## src/sv/tbp_pkg.sv

```systemverilog
`timescale 1ns / 1ps

package tbp_pkg;

    localparam int INDEX_BITS_DEF   = 11;
    localparam int HISTORY_BITS_DEF = 11;
    localparam int ADDR_W           = 32;
    localparam int COUNT_W          = 32;
    localparam int CTR_W            = 2;

    localparam logic [CTR_W-1:0] CTR_STRONG_NT    = 2'd0;
    localparam logic [CTR_W-1:0] CTR_WEAK_T       = 2'd2;
    localparam logic [CTR_W-1:0] CTR_STRONG_T     = 2'd3;
    localparam logic [CTR_W-1:0] CHO_STRONG_GSH   = 2'd0;
    localparam logic [CTR_W-1:0] CHO_WEAK_BIM     = 2'd2;
    localparam logic [CTR_W-1:0] CHO_STRONG_BIM   = 2'd3;

    typedef enum logic [1:0] {
        ST_CLEAR,
        ST_IDLE,
        ST_UPDATE
    } tbp_state_t;

    typedef struct packed {
        logic [CTR_W-1:0] bim_next;
        logic [CTR_W-1:0] gsh_next;
        logic [CTR_W-1:0] cho_next;
        logic             pred;
        logic             hit;
        logic             use_gshare;
    } tbp_upd_t;

endpackage

```

## src/sv/tbp_update.sv

```systemverilog
`timescale 1ns / 1ps

module tbp_update import tbp_pkg::*; (
    input  logic [CTR_W-1:0] bim_ctr,
    input  logic [CTR_W-1:0] gsh_ctr,
    input  logic [CTR_W-1:0] cho_ctr,
    input  logic             taken,
    output tbp_upd_t         upd
);

    logic bim_pred;
    logic gsh_pred;
    logic bim_ok;
    logic gsh_ok;
    logic pick_gsh;

    function automatic logic [CTR_W-1:0] train(input logic [CTR_W-1:0] c, input logic t);
        logic [CTR_W-1:0] r;
        r = c;
        if (t) begin
            if (c != CTR_STRONG_T) r = c + CTR_W'(1);
        end else begin
            if (c != CTR_STRONG_NT) r = c - CTR_W'(1);
        end
        return r;
    endfunction

    always_comb begin
        bim_pred = (bim_ctr >= CTR_WEAK_T);
        gsh_pred = (gsh_ctr >= CTR_WEAK_T);
        pick_gsh = (cho_ctr < CHO_WEAK_BIM);
        bim_ok   = (bim_pred == taken);
        gsh_ok   = (gsh_pred == taken);

        upd.bim_next   = train(bim_ctr, taken);
        upd.gsh_next   = train(gsh_ctr, taken);
        upd.cho_next   = cho_ctr;
        if (bim_ok && !gsh_ok && cho_ctr != CHO_STRONG_BIM) begin
            upd.cho_next = cho_ctr + CTR_W'(1);
        end else if (!bim_ok && gsh_ok && cho_ctr != CHO_STRONG_GSH) begin
            upd.cho_next = cho_ctr - CTR_W'(1);
        end
        upd.pred       = pick_gsh ? gsh_pred : bim_pred;
        upd.hit        = (upd.pred == taken);
        upd.use_gshare = pick_gsh;
    end

endmodule

```

## config.mk

```make
export PLATFORM = sky130hd
export DESIGN_NAME = tbp_update
export DESIGN_NICKNAME = d
export VERILOG_FILES = /design/src/sv/tbp_pkg.sv /design/src/sv/tbp_update.sv
export SDC_FILE = /design/constraint.sdc
export NUM_CORES = 1
export LEC_CHECK = 0
export BUFFER_PORTS_ARGS = -buffer_cell sky130_fd_sc_hd__buf_2
export CELL_PAD_IN_SITES_DETAIL_PLACEMENT = 0
export CELL_PAD_IN_SITES_GLOBAL_PLACEMENT = 1
export CORE_AREA = 2 2 39 41
export DETAILED_ROUTE_END_ITERATION = 8
export DIE_AREA = 0 0 41 43
export PLACE_DENSITY_LB_ADDON = 0.1
export SLEW_MARGIN = 20
export SYNTH_ARGS = -nofsm -noshare
export SYNTH_HDL_FRONTEND = slang
export SYNTH_SLANG_ARGS = --single-unit
```

## constraint.sdc

```tcl
create_clock -name vclk -period 1.8
set_input_delay 0.36 -clock vclk [all_inputs]
set_output_delay 0.36 -clock vclk [all_outputs]
set_load 0.02 [all_outputs]
```

==> results of run 1 <==
[what timing repair did]
item	CTS	global route
resized for setup	12	5
buffers inserted	1	1
endpoints found under the setup margin	2	2
pin swaps	5	7
[worst paths after layout]
| path | cells after the start | slack (ns) | from | endpoint |
|---|---|---|---|---|
| worst max-delay path | 7 | 0.03 | cho_ctr[0] | upd[3] |
| worst min-delay path | 3 | 1.09 | gsh_ctr[0] | upd[6] |
[critical path, stage by stage]
cell and delay, ns:
buf_8 0.10, ha_2 0.19, nor4b_4 0.32, nor2_4 0.06, nand2_1 0.10, xnor2_2 0.11, buf_4 0.16
[stage by stage]
stage	hold WS [ns]	std cells	TNS [ns]	setup WS, ns	power, mW
after CTS	1.10	59	0	0.000600	0.128
after global routing	1.12	60	-0.0617	-0.0317	0.145
after global placement	1.09	58	-0.199	-0.104	0.108
after detailed placement	1.10	58	-0.234	-0.120	0.110
final	1.09	60	0	0.0320	0.133
after floorplan	0.915	25	0	0.0534	0.0730
[per-layer routing]
layer,vias up,wire length (um),global-route usage (%)
li1,127,-,-
met1,112,232,8.89
met2,13,273,11.9
met3,0,60,0
met4,0,0,0
met5,-,0,0
[cell families (layout without fill, tap and decap cells)]
kind of cell               after synthesis  count (layout)  synth area share [%]
AOI/OAI and AO/OA                        3               3                  12.0
xor gates and xnor gates                 2               2                  7.65
adders and majority gates                6               6                  28.4
buffers and inverters                    6              25                  13.1
muxes                                    1               1                  4.92
and+or+nand+nor                          7               7                  33.9
[layout by cell type, fill, tap and decap left out]
| cell | n |
|---|---|
| buf_8 | 2 |
| o21ai_0 | 1 |
| nor2_4 | 1 |
| nand2_1 | 1 |
| inv_1 | 2 |
| buf_4 | 6 |
| o211a_1 | 1 |
| buf_6 | 1 |
| o211ai_2 | 1 |
| maj3_1 | 4 |
| mux2_2 | 1 |
| nor2_2 | 1 |
| xnor2_2 | 1 |
| xnor2_1 | 1 |
| and4bb_1 | 2 |
| ha_4 | 1 |
| inv_4 | 2 |
| buf_2 | 12 |
| nor4b_4 | 2 |
| ha_2 | 1 |
[layout make-up]
cell class                 count  share of cell area (%)
inverter                       4                    4.72
timing repair buffer          21                    34.5
tap                           16                    4.72
multi-input combinational     19                    56.0
[power by group through the flow]
stage / clock [mW] / combinational [mW] / sequential (mW)
after floorplan: 0 / 0.0730 / 0
after global placement: 0 / 0.108 / 0
after detailed placement: 0 / 0.110 / 0
after CTS: 0 / 0.128 / 0
after global routing: 0 / 0.145 / 0
final: 0 / 0.133 / 0
==> impl_metrics.ini, run 1 <==
[critical_path]
cp_max_fo = 3
crit_arrival_ns = 1.41
critPathKind = input port to primary output
worstSetupEndpointType = primary output
crit_required_ns = 1.44
critPathLaunchType = input port

[synth]
syn_area_sq_um = 229
yosysWarnings = 0
yosysTopAreaCell = maj3_1
netlist.area_leader.share_pct = 17.5
syn_nets = 34
ys_seq_area_share_pct = 0
synthCells = 25
synth_cell_types = 15
synth_area_leaders = maj3_1, and4bb_1, ha_1, nor4b_4, xnor2_1
synthTopCellsByCount = inv_1, maj3_1
avgSynthCellArea_sq_um = 9.16

[detailed_routing]
drc_errors = 0
drt_iter0_drc = 0
drt_pass1_iterations = 1
wl_per_cell_um = 9.43
viasPerCell = 4.20
wirelength_um = 566
ant_nets = 0
via_count = 252

[placement]
io_buffers = 16
gp_congestion = 0.655
placed_area_sq_um = 344
place_hpwl_um = 472

[sta]
tightest_slew_ns = 0.251
period_share_pct = 98.2
finalSetupViolations = 0
slew_violations = 0
slew_headroom_pct = 83.2
grt_setup_unrepaired = yes
fmax_mhz = 566
period_minus_slack_ns = 1.77
hold_violations = 0

[layout]
drive_above_1_share_pct = 72.7
nFillCells = 161
design.seq.count = 0
regArea_sq_um = 0
layout.nets = 55
multi_input_comb_area_sq_um = 238
final_util_pct = 30.7
nClkBuffers = 0
syn2layout_area_growth_pct = 85.2
fin_area_sq_um = 424
n_antenna_cell = 0

[floorplan]
fp.dieH_um = 43
start_util_pct = 16.5
die_w_um = 41
placementRows = 14
core_area_sq_um = 1380
ios = 16
die-area_sq_um = 1760

[power]
leakage_nw = 0.203
power_frac_clock_pct = 0
ir_worst_vdd_uv = 91.1
p_sw_share_pct = 50.5
power_density_nw_per_um2 = 313
p_int_mw = 0.0657
combinationalPowerShare_pct = 100.0
power_switching_mw = 0.0671
pwr-share-seq_pct = 0

[grt]
antenna_found_initial = 0
grt_max_degree = 10
grt_usage_pct = 6.60
grt_first_pass_wirelength_um = 876
overflow = 0
grt_pass1_vias = 217

[status]
status = finished clean

[clocking]
cts_hold_buf = 0

[min_path]
hold_path.class = input port to primary output

[job]
cap_violations = 0
No activity file was read; power rests on OpenSTA's default activity.
==> inputs of run 2 (changes only) <==
- clock period: 1.8 -> 2 ns (I/O delays scaled with it)
==> impl_metrics.ini, run 2 (synthesis gave the netlist of run 1 again) <==
[status]
status = finished clean

[min_path]
hold_path.class = input port to primary output
min_from = gsh_ctr[0]
hold_depth = 3
hold-path-endpoint = upd[6]

[placement]
gp_congestion = 0.636
place_hpwl_um = 426
io_buffers = 16

[clocking]
postCtsSetupRepairBufs = 0
cts_hold_buf = 0

[detailed_routing]
drt_iter0_drc = 1
drt_pass1_iterations = 2
viasPerCell = 4.26
via_count = 243
wl_per_cell_um = 9.72
ant_nets = 0
wirelength_um = 554
drc_errors = 0

[critical_path]
critPathKind = input port to primary output
worstSetupEndpointType = primary output
crit_arrival_ns = 1.51
cp_max_fo = 3
crit_required_ns = 1.60
critPathLaunchType = input port

[sta]
period_minus_slack_ns = 1.91
period_share_pct = 95.7
grt_setup_unrepaired = no
finalSetupViolations = 0
tightest_slew_ns = 0.233
slew_headroom_pct = 84.4
slew_violations = 0
hold_violations = 0
fmax_mhz = 522
setup_tns_ns = 0

[layout]
nClkBuffers = 0
final_common_cell = buf_2
syn2layout_area_growth_pct = 51.4
final_cell_mix = buf_2, maj3_1, buf_4
n_antenna_cell = 0
drive_above_1_share_pct = 65.9
layout.nets = 52
design.seq.count = 0
regArea_sq_um = 0
final_util_pct = 25.0

[grt]
grt_max_degree = 10
grt_first_pass_wirelength_um = 807
overflow = 0
grt_usage_pct = 5.99
antenna_found_initial = 0
grt_pass1_vias = 201

[floorplan]
ios = 16
start_util_pct = 16.5
core_area_sq_um = 1380
fp.dieH_um = 43
die-area_sq_um = 1760
die_w_um = 41
placementRows = 14

[power]
finalPower_mw = 0.0994
power_density_nw_per_um2 = 287
leakage_nw = 0.169
ir_worst_vdd_uv = 136

[job]
cap_violations = 0
==> run 2: cell types whose count changed in the layout (fill, tap and decap cells not counted), moves of 2 or more <==
cell	change
buf_2	+3
buf_4	-3
buf_8	-2
inv_2	+2
inv_4	-2
==> run 2: report_power, final <==
part / total, mW / internal (mW) / leakage [nW] / switching [mW]
clock: 0 / 0 / 0 / 0
combinational: 0.0994 / 0.0439 / 0.169 / 0.0554
sequential: 0 / 0 / 0 / 0
==> run 2: worst max-delay path by stage <==
stage	from	endpoint	slack (ns)	depth (start not counted)
2_1_floorplan	cho_ctr[1]	upd[3]	0.09	6
3_3_place_gp	cho_ctr[1]	upd[3]	0.01	8
3_5_place_dp	cho_ctr[1]	upd[3]	0.002	8
4_1_cts	cho_ctr[1]	upd[4]	0.03	8
5_1_grt	cho_ctr[1]	upd[4]	0.003	8
6_report	cho_ctr[1]	upd[4]	0.09	8
==> run 2: routing by layer <==
layer  vias up  wire length (um)  track usage [%]
li1        121                 -                -
met1       109               265             8.86
met2        13               243             10.0
met3         0                45                0
met4         0                 0                0
met5         -                 0                0
==> run 2: worst max-delay path, stage by stage <==
cell	delay, ns
buf_2	0.11
inv_2	0.06
ha_4	0.16
and4bb_1	0.30
nor2_2	0.06
o211ai_2	0.13
o211a_1	0.16
buf_4	0.13
==> run 2: area by class of cell <==
class	instances	area (sq um)
Multi-Input combinational cell	19	214
Timing Repair Buffer	18	97.6
Fill cell	149	1040
Inverter	4	15.0
Tap cell	16	20.0
==> run 2: repair_timing <==
| item | in CTS | in global routing |
|---|---|---|
| resized for setup | 3 | 3 |
| pin swaps | 1 | 2 |
| setup endpoints to repair | 2 | 2 |
==> run 2: stage by stage <==
step                      cell area (sq um)  std cells  hold slack (ns)  setup WS (ns)
after floorplan                         229         25            0.995         0.0922
final                                   347         57             1.17         0.0851
after CTS                               337         57             1.17         0.0309
after global placement                  329         57             1.17         0.0141
after global routing                    347         57             1.22        0.00345
after detailed placement                329         57             1.17        0.00178
==> inputs of run 3 (changes only) <==
- CORE_AREA: 2 2 39 41 -> 5 5 42 44
- DIE_AREA: 0 0 41 43 -> 0 0 47 49
==> impl_metrics.ini, run 3 (synthesis gave the netlist of run 1 again) <==
[status]
status = finished clean

[floorplan]
core_area_sq_um = 1400
die-area_sq_um = 2300
die_w_um = 47
fp.dieH_um = 49
placementRows = 14
ios = 16
start_util_pct = 16.3

[layout]
layout.nets = 52
final_util_pct = 25.3
syn2layout_area_growth_pct = 54.6
nClkBuffers = 0
design.seq.count = 0
drive_above_1_share_pct = 65.9
n_antenna_cell = 0
final_cell_mix = buf_2, maj3_1, buf_4
regArea_sq_um = 0
final_common_cell = buf_2

[detailed_routing]
wl_per_cell_um = 9.91
drt_pass1_iterations = 1
via_count = 237
viasPerCell = 4.16
drt_iter0_drc = 0
wirelength_um = 565
ant_nets = 0
drc_errors = 0

[power]
power_density_nw_per_um2 = 290
finalPower_mw = 0.103
combinationalPowerShare_pct = 100.0
pwr-share-seq_pct = 0
ir_worst_vdd_uv = 57.2
p_sw_share_pct = 54.9
power_switching_mw = 0.0563
power_frac_clock_pct = 0
p_int_mw = 0.0462
leakage_nw = 0.171

[grt]
grt_usage_pct = 4.63
grt_pass1_vias = 212
overflow = 0
grt_max_degree = 10
antenna_found_initial = 0
grt_first_pass_wirelength_um = 848

[min_path]
hold_path.class = input port to primary output

[placement]
gp_congestion = 0.690
io_buffers = 16
place_hpwl_um = 472

[critical_path]
critPathKind = input port to primary output
cp_max_fo = 3
crit_required_ns = 1.60
worstSetupEndpointType = primary output
crit_arrival_ns = 1.51
critPathLaunchType = input port

[sta]
finalSetupViolations = 0
fmax_mhz = 522
setup_tns_ns = 0
tightest_slew_ns = 0.315
grt_setup_unrepaired = no
period_share_pct = 95.7
hold_violations = 0
slew_violations = 0
slew_headroom_pct = 78.9
period_minus_slack_ns = 1.91
whs_ns = 1.18

[job]
cap_violations = 0
-- run 3: cell types whose count changed in the layout (fill, tap and decap cells not counted) --
cell,previous run,this run
buf_2,15,14
buf_4,3,4
nor2_2,2,1
nor2_4,0,1
-- run 3: per-layer routing --
metal  global-route usage, %  vias to the layer above  wire, um
met3                   0.369                        0        77
met1                    5.87                      102       230
met2                    8.60                       10       256
met5                       0                        -         0
met4                       0                        0         0
li1                        -                      125         -
-- run 3: timing repair --
action | CTS | global route
pin swaps | 0 | 1
gates resized for setup | 1 | 7
endpoints found under the setup margin | 1 | 2
hold buffers | 0 | 0
buffers inserted | 0 | 0
-- run 3: final timing paths --
kind	startpoint	to	slack (ns)	cells after the start
worst max-delay path	cho_ctr[0]	upd[4]	0.09	7
worst min-delay path	gsh_ctr[0]	upd[6]	1.18	3
-- run 3: layout make-up --
class	instances	area, sq um
repair buffers	18	100
fillers	169	1050
well taps	16	20.0
inverters	4	15.0
multi-input cells	19	219
-- run 3: critical path, stage by stage --
cell      delay, ns
buf_2          0.11
ha_1           0.20
nor4b_2        0.35
nor2_4         0.09
o211ai_2       0.08
o211a_1        0.16
buf_4          0.13
-- run 3: power by group through the flow --
| stage | Combinational [mW] | Sequential [mW] | Clock [mW] |
|---|---|---|---|
| floorplan | 0.0629 | 0 | 0 |
| global placement | 0.0937 | 0 | 0 |
| detailed placement | 0.0944 | 0 | 0 |
| CTS | 0.0963 | 0 | 0 |
| global route | 0.111 | 0 | 0 |
| finish | 0.103 | 0 | 0 |
-- run 3: metrics by stage --
| step | area (sq um) | std cells | setup WS, ns |
|---|---|---|---|
| floorplan | 229 | 25 | 0.0922 |
| global placement | 329 | 57 | 0.0192 |
| detailed placement | 329 | 57 | 0.000994 |
| CTS | 332 | 57 | 0.00607 |
| global route | 354 | 57 | 0.0110 |
| finish | 354 | 57 | 0.0860 |
